--- src/rtl/drls_pkg.sv ---
// Shared types and constants of the decimal real literal scanner.
package drls_pkg;

  localparam int unsigned QueueDepth = 2;
  localparam int unsigned MantW      = 63;
  localparam int unsigned ExpW       = 19;
  localparam int unsigned CountW     = 16;

  localparam logic [MantW-1:0]  MantLimit = 63'd922337203685477580;
  localparam logic [CountW-1:0] Sat16     = 16'hFFFF;

  localparam logic [7:0] ChrNul   = 8'h00;
  localparam logic [7:0] ChrMinus = 8'h2D;
  localparam logic [7:0] ChrPlus  = 8'h2B;
  localparam logic [7:0] ChrDot   = 8'h2E;
  localparam logic [7:0] ChrLowE  = 8'h65;
  localparam logic [7:0] ChrUpE   = 8'h45;
  localparam logic [7:0] ChrZero  = 8'h30;
  localparam logic [7:0] ChrNine  = 8'h39;

  typedef enum logic [2:0] {
    KindOther = 3'd0,
    KindDigit = 3'd1,
    KindMinus = 3'd2,
    KindPlus  = 3'd3,
    KindDot   = 3'd4,
    KindExp   = 3'd5,
    KindNul   = 3'd6
  } kind_e;

  typedef struct packed {
    logic       first;
    kind_e      kind;
    logic [3:0] digit;
  } item_t;

  typedef struct packed {
    logic       full;
    logic       empty;
  } queue_status_t;

endpackage

--- src/rtl/drls_front.sv ---
// Input side: accepts text bytes and classifies them into queue items.
module drls_front (
  input  logic                   first_byte_i,
  input  logic [7:0]             byte_value_i,
  input  logic                   in_valid_i,
  output logic                   in_ready_o,
  input  drls_pkg::queue_status_t q_status_i,
  output logic                   push_o,
  output drls_pkg::item_t        item_o
);
  import drls_pkg::*;

  logic [7:0] digit_off;

  assign in_ready_o = !q_status_i.full;
  assign push_o     = in_valid_i && in_ready_o;
  assign digit_off  = byte_value_i - ChrZero;

  always_comb begin
    item_o.first = first_byte_i;
    item_o.digit = digit_off[3:0];
    priority if (byte_value_i >= ChrZero && byte_value_i <= ChrNine) begin
      item_o.kind = KindDigit;
    end else if (byte_value_i == ChrNul) begin
      item_o.kind = KindNul;
    end else if (byte_value_i == ChrMinus) begin
      item_o.kind = KindMinus;
    end else if (byte_value_i == ChrPlus) begin
      item_o.kind = KindPlus;
    end else if (byte_value_i == ChrDot) begin
      item_o.kind = KindDot;
    end else if (byte_value_i == ChrLowE || byte_value_i == ChrUpE) begin
      item_o.kind = KindExp;
    end else begin
      item_o.kind = KindOther;
    end
  end

endmodule

--- src/rtl/drls_queue.sv ---
// Short FIFO of classified items between the front and back stages.
module drls_queue #(
  parameter int unsigned Depth = drls_pkg::QueueDepth
) (
  input  logic                    clk_i,
  input  logic                    rst_ni,
  input  logic                    push_i,
  input  drls_pkg::item_t         item_i,
  input  logic                    pop_i,
  output drls_pkg::item_t         head_o,
  output drls_pkg::queue_status_t status_o
);
  import drls_pkg::*;

  localparam int unsigned PtrW = (Depth > 1) ? $clog2(Depth) : 1;
  localparam int unsigned CntW = $clog2(Depth + 1);
  localparam logic [PtrW-1:0] LastPtr = PtrW'(Depth - 1);
  localparam logic [CntW-1:0] FullCnt = CntW'(Depth);

  item_t           mem_q [Depth];
  logic [PtrW-1:0] wr_ptr_q, wr_ptr_d, rd_ptr_q, rd_ptr_d;
  logic [CntW-1:0] count_q, count_d;

  assign head_o         = mem_q[rd_ptr_q];
  assign status_o.full  = (count_q == FullCnt);
  assign status_o.empty = (count_q == '0);

  always_comb begin
    wr_ptr_d = wr_ptr_q;
    rd_ptr_d = rd_ptr_q;
    count_d  = count_q;
    if (push_i) begin
      wr_ptr_d = (wr_ptr_q == LastPtr) ? '0 : wr_ptr_q + 1'b1;
    end
    if (pop_i) begin
      rd_ptr_d = (rd_ptr_q == LastPtr) ? '0 : rd_ptr_q + 1'b1;
    end
    if (push_i && !pop_i) begin
      count_d = count_q + 1'b1;
    end else if (pop_i && !push_i) begin
      count_d = count_q - 1'b1;
    end
  end

  always_ff @(posedge clk_i or negedge rst_ni) begin
    if (!rst_ni) begin
      wr_ptr_q <= '0;
      rd_ptr_q <= '0;
      count_q  <= '0;
    end else begin
      wr_ptr_q <= wr_ptr_d;
      rd_ptr_q <= rd_ptr_d;
      count_q  <= count_d;
    end
  end

  always_ff @(posedge clk_i) begin
    if (push_i) begin
      mem_q[wr_ptr_q] <= item_i;
    end
  end

endmodule

--- src/rtl/drls_back.sv ---
// Scan engine: runs the literal state machine and holds the result register.
module drls_back (
  input  logic                           clk_i,
  input  logic                           rst_ni,
  input  drls_pkg::item_t                head_i,
  input  drls_pkg::queue_status_t        q_status_i,
  output logic                           pop_o,
  output logic                           found_o,
  output logic                           negative_o,
  output logic [drls_pkg::MantW-1:0]     mantissa_o,
  output logic signed [drls_pkg::ExpW-1:0] decimal_exponent_o,
  output logic [drls_pkg::CountW-1:0]    consumed_length_o,
  output logic                           out_valid_o,
  input  logic                           out_ready_i
);
  import drls_pkg::*;

  typedef enum logic [4:0] {
    PhIdle    = 5'b00001,
    PhSkip    = 5'b00010,
    PhMant    = 5'b00100,
    PhExpSign = 5'b01000,
    PhExpDig  = 5'b10000
  } phase_e;

  function automatic logic [CountW-1:0] inc16(input logic [CountW-1:0] v);
    inc16 = (v == Sat16) ? Sat16 : v + 1'b1;
  endfunction

  phase_e            phase_q, phase_d, ph;
  logic              sign_q, sign_d, cur_sign;
  logic [MantW-1:0]  sum_q, sum_d, cur_sum;
  logic [CountW-1:0] drop_q, drop_d, cur_drop;
  logic [CountW-1:0] frac_q, frac_d, cur_frac;
  logic              point_q, point_d, cur_point;
  logic              esign_q, esign_d, cur_esign;
  logic [CountW-1:0] exp_q, exp_d, cur_exp;
  logic [CountW-1:0] pos_q, pos_d, cur_pos;
  logic              do_mant, do_exp, emit, emit_found, first;
  logic [MantW-1:0]  sum_next;
  logic [CountW+3:0] exp_next;
  logic signed [ExpW-1:0] net;

  logic              out_valid_q;
  logic              found_q, negative_q;
  logic [MantW-1:0]  mant_q;
  logic signed [ExpW-1:0] dexp_q;
  logic [CountW-1:0] len_q;

  // Advance one item whenever the queue is not empty and the result register can take a new result.
  assign pop_o = !q_status_i.empty && (!out_valid_q || out_ready_i);
  assign first = head_i.first;

  assign sum_next = (cur_sum << 3) + (cur_sum << 1) + MantW'(head_i.digit);
  assign exp_next = ({4'b0, cur_exp} << 3) + ({4'b0, cur_exp} << 1)
                  + (CountW + 4)'(head_i.digit);

  always_comb begin
    ph         = first ? PhSkip : phase_q;
    cur_sign   = first ? 1'b0 : sign_q;
    cur_sum    = first ? '0 : sum_q;
    cur_drop   = first ? '0 : drop_q;
    cur_frac   = first ? '0 : frac_q;
    cur_point  = first ? 1'b0 : point_q;
    cur_esign  = first ? 1'b0 : esign_q;
    cur_exp    = first ? '0 : exp_q;
    cur_pos    = first ? '0 : pos_q;

    phase_d    = ph;
    sign_d     = cur_sign;
    sum_d      = cur_sum;
    drop_d     = cur_drop;
    frac_d     = cur_frac;
    point_d    = cur_point;
    esign_d    = cur_esign;
    exp_d      = cur_exp;
    pos_d      = cur_pos;
    do_mant    = 1'b0;
    do_exp     = 1'b0;
    emit       = 1'b0;
    emit_found = 1'b0;

    unique case (ph)
      PhIdle: begin
      end
      PhSkip: begin
        priority if (head_i.kind == KindNul) begin
          emit = 1'b1;
        end else if (head_i.kind == KindMinus) begin
          sign_d  = 1'b1;
          pos_d   = inc16(cur_pos);
          phase_d = PhMant;
        end else if (head_i.kind == KindDigit) begin
          do_mant = 1'b1;
          phase_d = PhMant;
        end else begin
          pos_d = inc16(cur_pos);
        end
      end
      PhMant: begin
        priority if (head_i.kind == KindDigit) begin
          do_mant = 1'b1;
        end else if (head_i.kind == KindDot && !cur_point) begin
          point_d = 1'b1;
          pos_d   = inc16(cur_pos);
        end else if (head_i.kind == KindExp) begin
          phase_d = PhExpSign;
          pos_d   = inc16(cur_pos);
        end else begin
          emit       = 1'b1;
          emit_found = 1'b1;
        end
      end
      PhExpSign: begin
        priority if (head_i.kind == KindMinus || head_i.kind == KindPlus) begin
          esign_d = (head_i.kind == KindMinus);
          pos_d   = inc16(cur_pos);
          phase_d = PhExpDig;
        end else if (head_i.kind == KindDigit) begin
          do_exp  = 1'b1;
          phase_d = PhExpDig;
        end else begin
          emit       = 1'b1;
          emit_found = 1'b1;
        end
      end
      PhExpDig: begin
        if (head_i.kind == KindDigit) begin
          do_exp = 1'b1;
        end else begin
          emit       = 1'b1;
          emit_found = 1'b1;
        end
      end
      default: begin
        phase_d = PhIdle;
      end
    endcase

    if (do_mant) begin
      if (cur_sum < MantLimit) begin
        sum_d = sum_next;
      end else begin
        drop_d = inc16(cur_drop);
      end
      if (cur_point) begin
        frac_d = inc16(cur_frac);
      end
      pos_d = inc16(cur_pos);
    end

    if (do_exp) begin
      exp_d = (exp_next < (CountW + 4)'(Sat16)) ? exp_next[CountW-1:0] : Sat16;
      pos_d = inc16(cur_pos);
    end

    if (emit) begin
      phase_d = PhIdle;
    end
  end

  always_comb begin
    net = ExpW'(cur_drop) - ExpW'(cur_frac);
    net = cur_esign ? net - ExpW'(cur_exp) : net + ExpW'(cur_exp);
  end

  always_ff @(posedge clk_i or negedge rst_ni) begin
    if (!rst_ni) begin
      phase_q     <= PhIdle;
      out_valid_q <= 1'b0;
    end else begin
      if (pop_o) begin
        phase_q <= phase_d;
      end
      if (pop_o && emit) begin
        out_valid_q <= 1'b1;
      end else if (out_ready_i) begin
        out_valid_q <= 1'b0;
      end
    end
  end

  always_ff @(posedge clk_i) begin
    if (pop_o) begin
      sign_q  <= sign_d;
      sum_q   <= sum_d;
      drop_q  <= drop_d;
      frac_q  <= frac_d;
      point_q <= point_d;
      esign_q <= esign_d;
      exp_q   <= exp_d;
      pos_q   <= pos_d;
    end
    if (pop_o && emit) begin
      found_q    <= emit_found;
      negative_q <= emit_found && cur_sign;
      mant_q     <= emit_found ? cur_sum : '0;
      dexp_q     <= emit_found ? net : '0;
      len_q      <= cur_pos;
    end
  end

  assign out_valid_o        = out_valid_q;
  assign found_o            = found_q;
  assign negative_o         = negative_q;
  assign mantissa_o         = mant_q;
  assign decimal_exponent_o = dexp_q;
  assign consumed_length_o  = len_q;

endmodule

--- src/rtl/decimal_real_literal_scanner.sv ---
// Path: the ending byte is written into the item queue, then a scan step pops it and
// loads the result register; queued items ahead or an output stall delay that step.
// Throughput: one byte per cycle unless the output stalls, set by the scan engine's
// multiply-by-ten add; the item queue absorbs output stalls before in_ready_o drops.
// Reset: rst_ni clears the queue, the scan phase (idle) and the result valid flag;
// the scanner waits for a byte marked as the first of a string.
module decimal_real_literal_scanner #(
  parameter int unsigned QueueDepth = drls_pkg::QueueDepth
) (
  input  logic                               clk_i,
  input  logic                               rst_ni,
  input  logic                               first_byte_i,
  input  logic [7:0]                         byte_value_i,
  input  logic                               in_valid_i,
  output logic                               in_ready_o,
  output logic                               found_o,
  output logic                               negative_o,
  output logic [drls_pkg::MantW-1:0]         mantissa_o,
  output logic signed [drls_pkg::ExpW-1:0]   decimal_exponent_o,
  output logic [drls_pkg::CountW-1:0]        consumed_length_o,
  output logic                               out_valid_o,
  input  logic                               out_ready_i
);
  import drls_pkg::*;

  item_t         push_item, head_item;
  queue_status_t q_status;
  logic          push, pop;

  drls_front u_front (
    .first_byte_i (first_byte_i),
    .byte_value_i (byte_value_i),
    .in_valid_i   (in_valid_i),
    .in_ready_o   (in_ready_o),
    .q_status_i   (q_status),
    .push_o       (push),
    .item_o       (push_item)
  );

  drls_queue #(
    .Depth (QueueDepth)
  ) u_queue (
    .clk_i    (clk_i),
    .rst_ni   (rst_ni),
    .push_i   (push),
    .item_i   (push_item),
    .pop_i    (pop),
    .head_o   (head_item),
    .status_o (q_status)
  );

  drls_back u_back (
    .clk_i              (clk_i),
    .rst_ni             (rst_ni),
    .head_i             (head_item),
    .q_status_i         (q_status),
    .pop_o              (pop),
    .found_o            (found_o),
    .negative_o         (negative_o),
    .mantissa_o         (mantissa_o),
    .decimal_exponent_o (decimal_exponent_o),
    .consumed_length_o  (consumed_length_o),
    .out_valid_o        (out_valid_o),
    .out_ready_i        (out_ready_i)
  );

endmodule

--- config.mk ---
export PLATFORM = sky130hd
export DESIGN_NAME = decimal_real_literal_scanner
export DESIGN_NICKNAME = d
export VERILOG_FILES = /design/src/rtl/drls_pkg.sv /design/src/rtl/drls_front.sv /design/src/rtl/drls_queue.sv /design/src/rtl/drls_back.sv /design/src/rtl/decimal_real_literal_scanner.sv
export SDC_FILE = /design/constraint.sdc
export NUM_CORES = 1
export LEC_CHECK = 0
export BUFFER_PORTS_ARGS = -buffer_cell sky130_fd_sc_hd__buf_2
export CORE_AREA = 2 2 180 182
export DETAILED_ROUTE_END_ITERATION = 12
export DIE_AREA = 0 0 182 184
export PLACE_DENSITY = 0.76
export SETUP_SLACK_MARGIN = 0.4
export SYNTH_ARGS = -nofsm -noshare
export SYNTH_HDL_FRONTEND = slang
export SYNTH_SLANG_ARGS = --single-unit
export TNS_END_PERCENT = 50
--- constraint.sdc ---
create_clock -name clk_i -period 7.96 [get_ports clk_i]
set_input_delay 1.592 -clock clk_i [delete_from_list [all_inputs] [get_ports clk_i]]
set_output_delay 1.592 -clock clk_i [all_outputs]
set_load 0.03 [all_outputs]
==> metrics <==
Hold Buf Count CTS=0; Layout Cells excl Fill=2487; RSZ-0062 raised after global routing=false; met2 usage=0.4821; fmax=161.8 MHz; GRT Util Overall=0.2700; status=completed; Final min period=6181 ps; routed len/inst=18.48 um; min-delay worst type=reg2reg; largest net degree at the start of global routing=105; CP Launch Type=flip-flop; H-tree depth=1; CTS tree=done; maximum buffer depth of the clock tree=3; # rows=65; post-CTS setup buffers=0; met1 GRT Util=0.3396; number of synthesized register bits=256; worst setup path category=reg2reg; Relative slew margins=0.2030; DPL Wire Length=33.52 mm; IO Port Bufs=114; total gr overflow=0; actual slew at the worst max-slew pin=1196 ps; CTS root buf=clkbuf_16; Required @ worst endpoint=8210 ps; Clock transition at path regs=60 ps; worst-path fanout max=47; area leader, netlist=edfxtp_1; fill cell total of the finished layout=2561; Final ANT Viol Nets=0; clk sink count=256; Iter 0 DRT Violations=1316; worst setup margin=1779 ps; worst hold margin=503.3 ps; critical path endpoint category=flip-flop; Syn Area/Cell=9.456 um2; final setup TNS=0 ps; # DRC=0; ant diodes=0; pre-CTS setup slack=1865 ps; I/O pins=115; Arrival @ worst endpoint=6430 ps; CP peak stage delay=750 ps; Ys Warns=0; NumNets Final=2273; most common cell after layout, fill and taps aside=edfxtp_1; LEAKAGE=8.787 nW; worst-path cell with the longest stage delay=a2111oi_0; initial cell density of the core=0.5955; Peak VDD IR=0.3544 mV; Placer Congestion=0.9277; final clock skew=15.15 ps; Via density=6.182; cts bufs inserted=28; Finish-stage setup viols=0; asr flop ratio synth=0.03906; Cell Chain, Critical Path=mux2i_4, buf_4, nand2_1, ha_1, nor2b_1, o21ai_0, a21boi_0, o21ai_0, a21oi_1, a211oi_1, o21bai_1, a21oi_1, xnor2_1, ha_1, nand3_1, a2111oi_0, or4_1, a31o_1, a21o_1, a21o_1, a21oi_1, xnor2_1, nor2_1; Area growth syn-to-layout=9.631%; Resized cells post-CTS=0; top-area cell type share of the netlist area=0.3952; TritonRoute pass-1 iters=5; first-pass GRT wire length=74.13 mm; initial antenna violation count=0; max-cap check violation count=0; final wirelength=45.95 mm; ys flop type=edfxtp_1; DIE AREA=33490 um2; DP Cell Count=2436; total core area=31390 um2; Hold Violations, Final=0; fin crit share=0.7765; most frequent cells in the layout=edfxtp_1 (246), nand2_1 (244), ha_1 (190); Power Dens Cells=463.4 nW/um2; Post-Syn Instances=1977; busiest grt layer=met2; EDFF count, synth=246; Die H=184 um; Syn Nets=2186; Crit path top cell by count=a21oi_1; Yosys cell types=88; Clk Latency, worst-skew pair=560 ps; met3 GRT Util=0.03150; share of cells above drive strength 1=0.1022; Vias=15380; Die Width=182 um; post-synthesis sequential area ratio=0.4086; cell area after synthesis=18690 um2; largest cells by area after synthesis=edfxtp_1 (40%), ha_1 (13%), nand2_1 (4.9%); max-slew violations=0; vias in the first global route=14990
==> cell families (layout without fill, tap and decap cells) <==
kind of cell | count (synthesis) | in the layout | share of synthesized area
compound gates | 468 | 468 | 0.1596
simple gates | 752 | 752 | 0.1932
mux | 19 | 19 | 0.01145
fa+ha+maj | 196 | 196 | 0.1336
xor+xnor | 124 | 124 | 0.05810
buf+inv | 162 | 270 | 0.03554
flops | 256 | 256 | 0.4086
==> per-layer routing <==
layer | routed length, um | part of all wire
met4 | 1609 | 0.035
met1 | 19520 | 0.42
met2 | 22370 | 0.49
met3 | 2447 | 0.053
met5 | 0 | 0
==> sequential cells by signal, indices dropped and copies added (netlist names), 16 cells and up <==
name                       count
u_back.mantissa_o             63
u_back.sum_q                  63
u_back.pos_q                  16
u_back.frac_q                 16
u_back.exp_q                  16
u_back.drop_q                 16
u_queue.mem_q                 16
u_back.consumed_length_o      16
u_back.decimal_exponent_o     19
==> where the power goes <==
| part | internal [mW] | leakage (nW) | switching [mW] |
|---|---|---|---|
| Clock | 0.778 | 0.451 | 0.543 |
| Combinational | 2.17 | 5.86 | 3.57 |
| Sequential | 2.16 | 2.47 | 0.280 |
| Total | 5.11 | 8.79 | 4.39 |
==> path summary, 6_finish.rpt <==
kind | slack [ps] | start | endpoint | cells after the start
min in group asynchronous | 900 | rst_ni | u_back.phase_q[1] | 1
worst max register to register | 1780 | u_queue.rd_ptr_q | u_back.decimal_exponent_o[18] | 23
max in group asynchronous | 6790 | rst_ni | u_back.phase_q[0] | 1
worst min-delay path | 500 | u_queue.wr_ptr_q | u_queue.wr_ptr_q | 1
worst min register to register | 500 | u_queue.wr_ptr_q | u_queue.wr_ptr_q | 1
worst max-delay path | 1780 | u_queue.rd_ptr_q | u_back.decimal_exponent_o[18] | 23
==> synthesized netlist by cell type, types with 9 or more instances <==
cell type,n
a22oi_1,10
clkbuf_1,48
o21ai_0,68
nand3_1,54
mux2i_1,9
and2_1,75
and3_1,63
nand2_1,245
nor2_1,165
or3_1,13
nor2b_1,15
xor2_1,51
inv_1,91
o21a_1,10
mux2_2,9
o211ai_1,13
nor4_1,11
nand2b_1,19
nor3_1,42
nand4_1,20
a211oi_1,9
dfrtp_1,9
o21ai_1,64
a21o_1,37
ha_1,190
a21oi_1,134
o21bai_1,17
edfxtp_1,246
xnor2_1,73
buf_2,15
a31oi_1,19
==> through the flow <==
stage / utilization / area, um2 / total power [mW]
2_1_floorplan: - / 18690 / 6.868
3_3_place_gp: 0.6235 / 19570 / 7.931
3_5_place_dp: 0.6235 / 19570 / 8.107
4_1_cts: 0.6529 / 20490 / 9.458
5_1_grt: 0.6529 / 20490 / 10.23
6_report: 0.6529 / 20490 / 9.498
==> worst max-delay path, delay by kind of cell, from the launching register on <==
kind	cells	cell delay [ps]
AOI/OAI and AO/OA	12	2610
xor gates and xnor gates	2	260
adders and majority gates	2	690
buffers and inverters	1	440
DFF	1	700
muxes	1	390
and+or+nand+nor	5	770
==> area by class of cell <==
class / count / area [um2] / share of cell area
Timing Repair Buffer: 126 / 673.1 / 0.03284
Clock inverter: 14 / 146.4 / 0.007143
Tap cell: 402 / 503.0 / 0.02454
Sequential cell: 256 / 7639 / 0.3727
Clock buffer: 37 / 775.7 / 0.03785
Inverter: 93 / 351.6 / 0.01716
Multi-Input combinational cell: 1559 / 10410 / 0.5078
(Power assumes the default switching activity.)
